`src/rtl/assert_macros.svh`:
```
// Assertion macros used by the top-level RTL file of the overlay slot allocator.
`ifndef ASSERT_MACROS_SVH
`define ASSERT_MACROS_SVH
`ifndef SYNTHESIS
`define OVB_ASSERT_IMPL(label, clk, rst_n, ante, cons) \
    label: assert property (@(posedge clk) disable iff (!rst_n) (ante) |-> (cons)) \
        else $error("overlay allocator: same-cycle check failed");
`define OVB_ASSERT_NEXT(label, clk, rst_n, ante, cons) \
    label: assert property (@(posedge clk) disable iff (!rst_n) (ante) |=> (cons)) \
        else $error("overlay allocator: next-cycle check failed");
`else
`define OVB_ASSERT_IMPL(label, clk, rst_n, ante, cons)
`define OVB_ASSERT_NEXT(label, clk, rst_n, ante, cons)
`endif
`endif

```
`src/rtl/ovbsa_pkg.sv`:
```
// Shared types, constants and rounding helpers of the overlay slot allocator.
`timescale 1ns / 1ps
`default_nettype none
package ovbsa_pkg;

    localparam int SLOT_COUNT = 4;
    localparam int SLOT_W     = (SLOT_COUNT > 1) ? $clog2(SLOT_COUNT) : 1;
    localparam int CNT_W      = $clog2(SLOT_COUNT + 1);

    localparam int CFG_IDX_W  = 2;
    localparam int CFG_DATA_W = 24;
    localparam int ROW_W      = 16;
    localparam int LINES_W    = 16;
    localparam int LIMIT_W    = 24;
    localparam int DIM_W      = 16;
    localparam int SLOT_PORT_W = 2;
    localparam int PITCH_W    = 19;
    localparam int RAW_W      = 35;
    localparam int END_W      = 36;
    localparam int NEXT_W     = 37;
    localparam int SUM_W      = 38;
    localparam int FRAME_W    = 32;

    typedef enum logic [CFG_IDX_W-1:0] {
        CFG_ROW_BYTES = 2'd0,
        CFG_LINES     = 2'd1,
        CFG_LIMIT     = 2'd2
    } t_cfg_idx;

    typedef enum logic {
        FUNC_ALLOC   = 1'b0,
        FUNC_RELEASE = 1'b1
    } t_func;

    typedef enum logic [1:0] {
        STAT_OK      = 2'd0,
        STAT_NO_SLOT = 2'd1,
        STAT_NO_MEM  = 2'd2,
        STAT_BAD_REL = 2'd3
    } t_status;

    typedef struct packed {
        logic [ROW_W-1:0]   row_bytes;
        logic [LINES_W-1:0] lines;
        logic [LIMIT_W-1:0] limit;
    } t_cfg;

    typedef struct packed {
        logic              we;
        logic [SLOT_W-1:0] waddr;
        logic [END_W-1:0]  wdata;
        logic              re;
        logic [SLOT_W-1:0] raddr;
    } t_ram_req;

    // width * bytes per pixel, rounded up to 16
    function automatic logic [PITCH_W-1:0] calc_pitch(input logic four,
                                                      input logic [DIM_W-1:0] w);
        logic [PITCH_W-1:0] wb;
        wb = four ? {1'b0, w, 2'b00} : {2'b00, w, 1'b0};
        return (wb + PITCH_W'(15)) & ~PITCH_W'(15);
    endfunction

    function automatic logic [END_W-1:0] round16(input logic [RAW_W-1:0] v);
        return (END_W'(v) + END_W'(15)) & ~END_W'(15);
    endfunction

    function automatic logic [NEXT_W-1:0] round_page(input logic [END_W-1:0] v);
        return (NEXT_W'(v) + NEXT_W'(4095)) & ~NEXT_W'(4095);
    endfunction

endpackage
`default_nettype wire

```
`src/rtl/ovbsa_cfg_regs.sv`:
```
// Configuration register file: frame geometry and overlay limit.
`timescale 1ns / 1ps
`default_nettype none
module ovbsa_cfg_regs (
    input  wire logic                             i_clk,
    input  wire logic                             i_rst_n,
    input  wire logic                             i_cfg_valid,
    output logic                                  o_cfg_ready,
    input  wire logic [ovbsa_pkg::CFG_IDX_W-1:0]  i_cfg_index,
    input  wire logic [ovbsa_pkg::CFG_DATA_W-1:0] i_cfg_data,
    output ovbsa_pkg::t_cfg                       o_cfg
);
    import ovbsa_pkg::*;

    t_cfg r_cfg;

    assign o_cfg_ready = 1'b1;
    assign o_cfg       = r_cfg;

    always_ff @(posedge i_clk) begin
        if (!i_rst_n) begin
            r_cfg <= '0;
        end else if (i_cfg_valid && o_cfg_ready) begin
            case (i_cfg_index)
                CFG_ROW_BYTES: r_cfg.row_bytes <= i_cfg_data[ROW_W-1:0];
                CFG_LINES:     r_cfg.lines     <= i_cfg_data[LINES_W-1:0];
                CFG_LIMIT:     r_cfg.limit     <= i_cfg_data[LIMIT_W-1:0];
                default: ; // unmapped index, ignored
            endcase
        end
    end

endmodule
`default_nettype wire

```
`src/rtl/ovbsa_end_ram.sv`:
```
// Slot end table: one write port, one read port, registered read data.
`timescale 1ns / 1ps
`default_nettype none
module ovbsa_end_ram (
    input  wire logic                         i_clk,
    input  wire ovbsa_pkg::t_ram_req          i_req,
    output logic [ovbsa_pkg::END_W-1:0]       o_rdata
);
    import ovbsa_pkg::*;

    logic [END_W-1:0] mem [SLOT_COUNT];
    logic [END_W-1:0] r_rdata;

    assign o_rdata = r_rdata;

    always_ff @(posedge i_clk) begin
        if (i_req.we) begin
            mem[i_req.waddr] <= i_req.wdata;
        end
    end

    always_ff @(posedge i_clk) begin
        if (i_req.re) begin
            r_rdata <= mem[i_req.raddr];
        end
    end

endmodule
`default_nettype wire

```
`src/rtl/overlay_buffer_slot_allocator_core.sv`:
```
// Top level: request sequencer around the slot end table, one result per request.
// Sequence: an allocate runs the raw-size and frame multiplies, a slot table scan, a limit
//   check and a result state; a release, or an allocate with no free slot, skips to it.
// Throughput: one request at a time, taken again the cycle after the result is loaded; the
//   result waits while a stalled receiver still holds the previous one.
// Reset: synchronous active low; all slots free, state idle, no result pending.
`timescale 1ns / 1ps
`default_nettype none
`include "assert_macros.svh"
module overlay_buffer_slot_allocator_core (
    input  wire logic                               i_clk,
    input  wire logic                               i_rst_n,
    // configuration write channel
    input  wire logic                               i_cfg_valid,
    output logic                                    o_cfg_ready,
    input  wire logic [ovbsa_pkg::CFG_IDX_W-1:0]    i_cfg_index,
    input  wire logic [ovbsa_pkg::CFG_DATA_W-1:0]   i_cfg_data,
    // request channel
    input  wire logic                               i_in_valid,
    output logic                                    o_in_stall,
    input  wire logic                               i_func,
    input  wire logic                               i_four_byte_pixels,
    input  wire logic [ovbsa_pkg::DIM_W-1:0]        i_width_pixels,
    input  wire logic [ovbsa_pkg::DIM_W-1:0]        i_height_lines,
    input  wire logic [ovbsa_pkg::SLOT_PORT_W-1:0]  i_slot_index,
    // result channel
    output logic                                    o_out_valid,
    input  wire logic                               i_out_stall,
    output logic [1:0]                              o_status,
    output logic [ovbsa_pkg::SLOT_PORT_W-1:0]       o_slot,
    output logic [ovbsa_pkg::LIMIT_W-1:0]           o_offset,
    output logic [ovbsa_pkg::PITCH_W-1:0]           o_pitch
);
    import ovbsa_pkg::*;

    typedef enum logic [5:0] {
        S_IDLE      = 6'b000001,
        S_MUL_RAW   = 6'b000010,
        S_MUL_FRAME = 6'b000100,
        S_SCAN      = 6'b001000,
        S_CHECK     = 6'b010000,
        S_FIN       = 6'b100000
    } t_state;

    t_cfg      cfg;
    t_ram_req  ram_req;
    logic [END_W-1:0] ram_rdata;

    t_state                r_state, n_state;
    logic [SLOT_COUNT-1:0] r_in_use, n_in_use;
    logic [DIM_W-1:0]      r_height;
    logic [PITCH_W-1:0]    r_pitch, n_pitch;
    logic [RAW_W-1:0]      r_raw, n_raw;
    logic [END_W-1:0]      r_size, n_size;
    logic [NEXT_W-1:0]     r_next, n_next;
    t_status               r_status, n_status;
    logic [SLOT_W-1:0]     r_slot, n_slot;
    logic [CNT_W-1:0]      r_cnt, n_cnt;
    logic                  r_rd_vld, n_rd_vld;
    logic [SLOT_W-1:0]     r_rd_idx, n_rd_idx;
    // remembers whether the request in flight is an allocate
    logic                  r_alloc;

    // output register
    logic                   r_out_valid, n_out_valid;
    t_status                r_o_status, n_o_status;
    logic [SLOT_W-1:0]      r_o_slot, n_o_slot;
    logic [LIMIT_W-1:0]     r_o_offset, n_o_offset;
    logic [PITCH_W-1:0]     r_o_pitch, n_o_pitch;

    logic in_xfer;
    logic out_free;

    ovbsa_cfg_regs u_cfg (
        .i_clk       (i_clk),
        .i_rst_n     (i_rst_n),
        .i_cfg_valid (i_cfg_valid),
        .o_cfg_ready (o_cfg_ready),
        .i_cfg_index (i_cfg_index),
        .i_cfg_data  (i_cfg_data),
        .o_cfg       (cfg)
    );

    ovbsa_end_ram u_ram (
        .i_clk   (i_clk),
        .i_req   (ram_req),
        .o_rdata (ram_rdata)
    );

    // requests enter only from idle; a result still waiting does not block this
    assign o_in_stall = (r_state != S_IDLE);
    assign in_xfer    = i_in_valid && !o_in_stall;
    // output register can take a new result this cycle
    assign out_free   = !r_out_valid || !i_out_stall;

    assign o_out_valid = r_out_valid;
    assign o_status    = r_o_status;
    assign o_slot      = SLOT_PORT_W'(r_o_slot);
    assign o_offset    = r_o_offset;
    assign o_pitch     = r_o_pitch;

    always_comb begin
        logic             found;
        logic [SLOT_W-1:0] free_idx;
        logic [FRAME_W-1:0] frame;
        logic [SLOT_W-1:0] rel_idx;

        n_state     = r_state;
        n_in_use    = r_in_use;
        n_pitch     = r_pitch;
        n_raw       = r_raw;
        n_size      = r_size;
        n_next      = r_next;
        n_status    = r_status;
        n_slot      = r_slot;
        n_cnt       = r_cnt;
        n_rd_vld    = 1'b0;
        n_rd_idx    = r_rd_idx;
        n_out_valid = r_out_valid && i_out_stall;
        n_o_status  = r_o_status;
        n_o_slot    = r_o_slot;
        n_o_offset  = r_o_offset;
        n_o_pitch   = r_o_pitch;
        ram_req     = '0;
        found       = 1'b0;
        free_idx    = '0;
        frame       = '0;
        rel_idx     = SLOT_W'(i_slot_index);

        case (r_state)
            S_IDLE: begin
                if (in_xfer) begin
                    if (i_func == FUNC_RELEASE) begin
                        // release is decided right here; the slot frees at once
                        if ((32'(i_slot_index) < SLOT_COUNT) && r_in_use[rel_idx]) begin
                            n_in_use[rel_idx] = 1'b0;
                            n_status          = STAT_OK;
                            n_slot            = rel_idx;
                        end else begin
                            n_status = STAT_BAD_REL;
                            n_slot   = '0;
                        end
                        n_next  = '0;
                        n_pitch = '0;
                        n_state = S_FIN;
                    end else begin
                        n_pitch = calc_pitch(i_four_byte_pixels, i_width_pixels);
                        n_state = S_MUL_RAW;
                    end
                end
            end
            S_MUL_RAW: begin
                n_raw = RAW_W'(r_pitch * r_height);
                // lowest free slot
                for (int i = SLOT_COUNT - 1; i >= 0; i--) begin
                    if (!r_in_use[i]) begin
                        found    = 1'b1;
                        free_idx = SLOT_W'(i);
                    end
                end
                n_slot = free_idx;
                if (found) begin
                    n_state = S_MUL_FRAME;
                end else begin
                    n_status = STAT_NO_SLOT;
                    n_next   = '0;
                    n_pitch  = '0;
                    n_state  = S_FIN;
                end
            end
            S_MUL_FRAME: begin
                frame   = cfg.row_bytes * cfg.lines;
                n_next  = round_page(END_W'(frame));
                n_size  = round16(r_raw);
                n_cnt   = '0;
                n_state = S_SCAN;
            end
            S_SCAN: begin
                // read slot r_cnt, judge the slot read in the cycle before
                if (32'(r_cnt) < SLOT_COUNT) begin
                    ram_req.re    = 1'b1;
                    ram_req.raddr = r_cnt[SLOT_W-1:0];
                    n_rd_vld      = 1'b1;
                    n_rd_idx      = r_cnt[SLOT_W-1:0];
                    n_cnt         = r_cnt + CNT_W'(1);
                end else begin
                    n_state = S_CHECK;
                end
                if (r_rd_vld && r_in_use[r_rd_idx] && (NEXT_W'(ram_rdata) > r_next)) begin
                    n_next = round_page(ram_rdata);
                end
            end
            S_CHECK: begin
                if ((SUM_W'(r_next) + SUM_W'(r_size)) > SUM_W'(cfg.limit)) begin
                    n_status = STAT_NO_MEM;
                end else begin
                    n_status = STAT_OK;
                end
                n_state = S_FIN;
            end
            S_FIN: begin
                if (out_free) begin
                    n_out_valid = 1'b1;
                    n_o_status  = r_status;
                    n_o_slot    = (r_status == STAT_OK) ? r_slot : '0;
                    n_o_offset  = (r_status == STAT_OK) ? r_next[LIMIT_W-1:0] : '0;
                    n_o_pitch   = (r_status == STAT_OK) ? r_pitch : '0;
                    // grant: mark the slot used and record where its buffer ends
                    if (r_status == STAT_OK && r_alloc) begin
                        n_in_use[r_slot] = 1'b1;
                        ram_req.we       = 1'b1;
                        ram_req.waddr    = r_slot;
                        ram_req.wdata    = END_W'(r_next + NEXT_W'(r_raw));
                    end
                    n_state = S_IDLE;
                end
            end
            default: begin
                n_state = S_IDLE;
            end
        endcase
    end

    always_ff @(posedge i_clk) begin
        if (!i_rst_n) begin
            r_state     <= S_IDLE;
            r_in_use    <= '0;
            r_out_valid <= 1'b0;
            r_rd_vld    <= 1'b0;
            r_alloc     <= 1'b0;
        end else begin
            r_state     <= n_state;
            r_in_use    <= n_in_use;
            r_out_valid <= n_out_valid;
            r_rd_vld    <= n_rd_vld;
            if (in_xfer) begin
                r_alloc <= (i_func == FUNC_ALLOC);
            end
        end
    end

    always_ff @(posedge i_clk) begin
        if (in_xfer) begin
            r_height <= i_height_lines;
        end
        r_pitch    <= n_pitch;
        r_raw      <= n_raw;
        r_size     <= n_size;
        r_next     <= n_next;
        r_status   <= n_status;
        r_slot     <= n_slot;
        r_cnt      <= n_cnt;
        r_rd_idx   <= n_rd_idx;
        r_o_status <= n_o_status;
        r_o_slot   <= n_o_slot;
        r_o_offset <= n_o_offset;
        r_o_pitch  <= n_o_pitch;
    end

    // a taken request always leaves idle
    `OVB_ASSERT_NEXT(a_leave_idle, i_clk, i_rst_n, in_xfer, r_state != S_IDLE)
    // the end table is only written for a slot that was free
    `OVB_ASSERT_IMPL(a_write_free, i_clk, i_rst_n, ram_req.we, !r_in_use[ram_req.waddr])
    // failed requests carry no placement
    `OVB_ASSERT_IMPL(a_fail_zero, i_clk, i_rst_n,
                     o_out_valid && (o_status != STAT_OK), (o_offset == '0) && (o_pitch == '0))
    // a fresh result is never loaded over one still held by a stalled receiver
    `OVB_ASSERT_NEXT(a_hold_out, i_clk, i_rst_n,
                     o_out_valid && i_out_stall && (r_state != S_FIN), o_out_valid)

endmodule
`default_nettype wire

```
`config.mk`:
```
export PLATFORM = sky130hd
export DESIGN_NAME = overlay_buffer_slot_allocator_core
export DESIGN_NICKNAME = d
export VERILOG_FILES = /design/src/rtl/ovbsa_pkg.sv /design/src/rtl/ovbsa_cfg_regs.sv /design/src/rtl/ovbsa_end_ram.sv /design/src/rtl/overlay_buffer_slot_allocator_core.sv
export VERILOG_INCLUDE_DIRS = /design/src /design/src/rtl
export SDC_FILE = /design/constraint.sdc
export NUM_CORES = 2
export LEC_CHECK = 0
export ABC_AREA = 1
export CORE_MARGIN = 8
export CORE_UTILIZATION = 60
export CTS_BUF_LIST = sky130_fd_sc_hd__clkbuf_16
export DETAILED_ROUTE_END_ITERATION = 6
export DONT_BUFFER_PORTS = 1
export PLACE_DENSITY = 0.76
export SLEW_MARGIN = 20
export SYNTH_ARGS = -nofsm -noshare
export SYNTH_HDL_FRONTEND = slang
export SYNTH_SLANG_ARGS = --single-unit
export TNS_END_PERCENT = 50
```
`constraint.sdc`:
```
create_clock -name i_clk -period 6.55 [get_ports i_clk]
set_input_delay 0.9825 -clock i_clk [delete_from_list [all_inputs] [get_ports i_clk]]
set_output_delay 0.9825 -clock i_clk [all_outputs]
set_load 0.05 [all_outputs]
```
== Word level (Yosys, flattened, before mapping) ==
Memories as Yosys holds them, arrays and structs flattened. A register that Yosys moved wholly into a read port is not among the register bits.
Cells that the tools add are included.
Word-level totals
  output and inout bits: 50
  memories: 1
  memory bits (writable): 144
  flip-flop bits (word level): 264
  input port bits: 67
  word-level logic and storage cells: 153
Cells by class
  reduce and logical (&&, ||, !) cells: 31
  eq/ne operators: 18
  mux-type cells: 61
  magnitude comparators: 8
  multipliers: 2
  bitwise logic cells: 4
  add/sub/neg operators: 7
Memories
  u_ram.mem: words 4, bits a word 36, rd ports 1, clocked after Yosys merged registers in 1, write ports 1, RTL line ovbsa_end_ram.sv:11  | logic [END_W-1:0] mem [SLOT_COUNT];
Operators by type and width (count)
  37-bit two-way mux: 4
  37-bit case mux with 4 select lines: 1
  39-bit two-way mux: 3
  19-bit two-way mux: 3
  37-bit by 36-bit adder with 38-bit output: 1
  38-bit by 24-bit > comparator with 1-bit output: 1
  19-bit case mux with 2 select lines: 1
  36-bit by 12-bit adder with 37-bit output, second input constant: 1
  36-bit by 37-bit > comparator with 1-bit output: 1
  35-bit by 4-bit adder with 36-bit output, second input constant: 1
  36-bit by 35-bit adder with 36-bit output: 1
  6-bit case mux with 6 select lines: 1
  19-bit by 16-bit multiplier with 35-bit output: 1
  32-bit by 12-bit adder with 33-bit output, second input constant: 1
  16-bit by 16-bit multiplier with 32-bit output: 1
  6-bit two-way mux: 5
  2-bit two-way mux: 12
  4-bit two-way mux: 5
  18-bit by 4-bit adder with 19-bit output, second input constant: 1
  18-bit two-way mux: 1
  2-bit inequality test, second input constant: 9
  1-bit two-way mux: 14
  2-bit AND reduction: 7
  2-bit by 3-bit < comparator with 1-bit output, second input constant: 3
  34 further kinds: 52

== Depth between registers and ports, before layout ==
  depth in word-level cells: 10
  depth in mapped cells: 28
  depth with buffers taken out: 26

== By module ==
Synthesis repeated with hierarchy kept, for this count alone.
Second synthesis, totals
  cells, all modules: 4583
  area total of the unflattened synthesis: 37816.3 µm²
Modules (own cells, without submodules)
  overlay_buffer_slot_allocator_core: area an instance 28258.4 µm², times used 1, cells each 3612
  ovbsa_end_ram: area an instance 7203.2 µm², times used 1, cells each 607
  ovbsa_cfg_regs: area an instance 2354.8 µm², times used 1, cells each 364

== Worst setup path before layout ==
Ideal clock, no wire load.
  path kind: flip-flop to flip-flop
  start: register r_pitch[11]
  end: register r_raw[32], data pin
  path buffers: 2
  cell stages (with the launch flop): 25
  data required time: 6290 ps
  arrival time: 5544 ps
  setup slack: 746 ps
  setup time: 260 ps
  cell sequence: edfxtp_1 clkbuf_1 clkbuf_1 nand2_1 fa_1 inv_1 fa_1 inv_1 fa_1 inv_1 fa_1 fa_1 inv_1 fa_1 inv_1 ha_1 a21oi_1 inv_1 a31oi_1 o21ai_1 a21oi_1 o21ai_1 nand2_1 nand2_1 xor2_1
Between the ends
  word-level cells in the longest chain between the ends: 1
Ends and longest elaborated chain
  start, declared: RTL line overlay_buffer_slot_allocator_core.sv:52  | logic [PITCH_W-1:0] r_pitch, n_pitch;
  start signal, assigned: RTL line overlay_buffer_slot_allocator_core.sv:246  | r_pitch <= n_pitch;
  19-bit by 16-bit multiplier with 35-bit output: RTL line overlay_buffer_slot_allocator_core.sv:153  | n_raw = RAW_W'(r_pitch * r_height);
  end signal, assigned: RTL line overlay_buffer_slot_allocator_core.sv:247  | r_raw <= n_raw;
  end, declared: RTL line overlay_buffer_slot_allocator_core.sv:53  | logic [RAW_W-1:0] r_raw, n_raw;
No other way between the ends.
A chain may end at the register's enable or synchronous reset.

== Worst setup path in the final report ==
  start: register r_pitch[9]
  end: register r_raw[31], data pin
Same word-level chain as after synthesis.

==> reports/metrics.cfg <==
[run_status]
status=complete, no violations

[grt]
grt_max_degree=69
grt_pass1_wl_um=152000
antenna_found_initial=6
grt_overflow=0
groute.usage.overall_pct=28.6
grt_pass1_vias=28470

[sta]
finalCritPeriodShare_pct=93.6
rsz0062_at_grt=no
fmax_ghz=0.163
worst_pin_slew_ns=0.980
layout_min_cycle_time_ns=6.13
final-hold-violation-count=0
max_slew_margin_pct=34.7
hold_slack_ns=0.455
setup_viol=0
finalMaxSlewViolations=0
final.setup.tns_ns=0
fin_skew_ns=0.0206

[placed_design]
placed_cell_area_um2=36800
post-dp-hpwl_um=75400
numPortBuffers=0
place.gp.congestion=1.00

[critical_path]
path_max_fanout=9
critPathRequiredTime_ns=6.98
crit_slowest_cell=edfxtp_1
path_buf_inv=6
max_stage_delay_ns=0.57
critPathLaunchType=flop
worstPathCellList=buf_4 > nand2_1 > inv_1 > fa_1 > inv_1 > fa_1 > fa_1 > fa_1 > inv_1 > fa_1 > inv_1 > fa_1 > inv_1 > ha_1 > nand2_1 > nor4_2 > nand4_1 > nand3_1 > nand2_1 > nand2_1 > nand2_1 > nand2_1 > xor2_1
cp_top_family=adder cells
path_class=reg -> reg
cp-end-kind=flop
worstPathArrival_ns=6.56

[yosys]
async_flop_share_pct=0
synth-edff-count=318
ys_warn_count=0
avgSynthCellArea_um2=8.52
synth.area.top_cells=edfxtp_1, fa_1, ha_1
yosysTopAreaCell=edfxtp_1
ys_seq_area_share_pct=30.3
ys_seq_elements=387
ys_types=55
synth_area_um2=36100
postSynthCellCount=4236
synth-main-ff-cell=edfxtp_1
yosys.area.top_type_share_pct=26.5

[final_layout]
postLayoutCellArea_um2=38300
nets=4922
layout_common_cells=nand2_1, inv_1, fa_1
utilization_pct=63.9
area_growth_pct=6.10
final_common_cell=nand2_1
n_fill_cell=5048
drive_above_1_share_pct=4.09

[power_and_ir_drop]
cellPowerDensity_nw_per_um2=583
switching_share_pct=50.8
p_leak_uw=0.0183
power_switching_uw=11300
p_int_uw=11000
clkPwrFrac_pct=11.2
combPwrFrac_pct=70.7
total_power_uw=22300
pwr-share-seq_pct=18.1
vdd_drop_max_v=0.00127

[drt]
routed_wl_um=95900
drc=0
vias=28087
wl_per_cell_um=19.2
dr.pass1.iters=6
dr.first_iter.drc_count=2491
vias_per_cell=5.63
postRouteAntennaNets=0

[die]
die_area_um2=68200
start_util_pct=60.2
die_width_um=261
coreArea_um2=59900
io_pins=117
die_height_um=261
rows=90

[clock_network]
ctsLongestPathBuffers=3
clk_pin_slew_worst_paths_ns=0.06
htreeDepth=2
clock-sinks=387
cts_tree=yes
clock_latency_ns=0.59
cts_buffers=42
cts_root_buffer=clkbuf_16

[hold_path]
min_path_type=reg -> reg

[run]
cap_violations=0

==> what timing repair did <==
action / in CTS / in global routing
hold buffers: 0 / 0
buffers inserted: 0 / 1
resized for setup: 0 / 4
endpoints found under the setup margin: 0 / 3
==> through the flow <==
step / std cells / worst slack, ns
global route: 4985 / 0.00781
global placement: 4907 / 0.325
finish: 4989 / 0.418
floorplan: 4251 / 0.746
detailed placement: 4907 / 0.308
CTS: 4983 / 0.280
==> cell usage after synthesis, types with 5 or more instances <==
master	n
nand2_1	949
inv_1	895
fa_1	387
edfxtp_1	318
nor2_1	303
ha_1	297
a21oi_1	232
o21ai_0	183
clkbuf_1	149
nand3_1	109
dfxtp_1	69
a31oi_1	43
o22ai_1	35
nand4_1	27
xor2_1	27
nor3_1	22
xnor2_1	20
buf_4	18
buf_2	15
a21o_1	13
nand3b_1	12
or2_2	10
nor4_1	9
o21ai_1	9
o211ai_1	7
o21bai_1	7
a21boi_0	5
nand2_2	5
o21a_1	5
==> power by group through the flow <==
stage / clock [uW] / combinational, uW / sequential, uW
after floorplan: 0 / 12100 / 3790
after global placement: 0 / 15500 / 4090
after detailed placement: 0 / 15700 / 4080
after CTS: 2510 / 15900 / 4040
after global routing: 2590 / 18200 / 4060
final: 2490 / 15800 / 4050
==> cell type report <==
type,count,area (um^2),share of cell area [%]
antenna,4,10.0,0.0262
clock buffer,42,1050,2.75
clock inverter,34,373,0.974
inverter,900,3380,8.83
multi-input combinational,2779,21100,55.1
sequential,387,10900,28.6
tap,782,978,2.56
timing repair buffer,61,470,1.23
==> worst paths after layout <==
| check | startpoint | end | slack (ns) | depth (start not counted) |
|---|---|---|---|---|
| max | r_pitch[9]$_SDFFCE_PP0P_ | r_raw[31]$_DFFE_PP_ | 0.42 | 23 |
| max reg2reg | r_pitch[9]$_SDFFCE_PP0P_ | r_raw[31]$_DFFE_PP_ | 0.42 | 23 |
| min reg2reg | r_raw[4]$_DFFE_PP_ | r_size[4]$_DFFE_PP_ | 0.45 | 0 |
| min | r_raw[4]$_DFFE_PP_ | r_size[4]$_DFFE_PP_ | 0.45 | 0 |
==> sequential cells by signal, summed over array words and instances (netlist names) <==
signal         cells
u_ram.mem        128
u_cfg.o_cfg       56
u_ram.o_rdata     32
r_raw             31
r_size            31
r_next            25
r_height          16
o_pitch           15
r_pitch           15
o_offset          12
r_state            6
r_in_use           4
r_cnt              3
o_slot             2
o_status           2
r_rd_idx           2
r_slot             2
r_status           2
o_out_valid        1
r_alloc            1
r_rd_vld           1
==> metal layers <==
layer	track usage (%)	vias up	share of wire [%]
met3	4.39	282	7.4
met4	13.9	2	5.1
met5	0	-	0.013
met2	48.5	1087	48
met1	35.8	13599	39
li1	-	13117	-
==> cell families after synthesis <==
kind of cell | Yosys count | share of synthesized area, %
buf+inv | 1085 | 11.6
xor+xnor | 47 | 1.14
flops | 387 | 30.3
compound gates | 563 | 8.57
other cells | 2 | 0.0208
fa+ha+maj | 684 | 31.8
simple gates | 1468 | 16.6
Note: power is estimated with default switching activity, not from simulation.
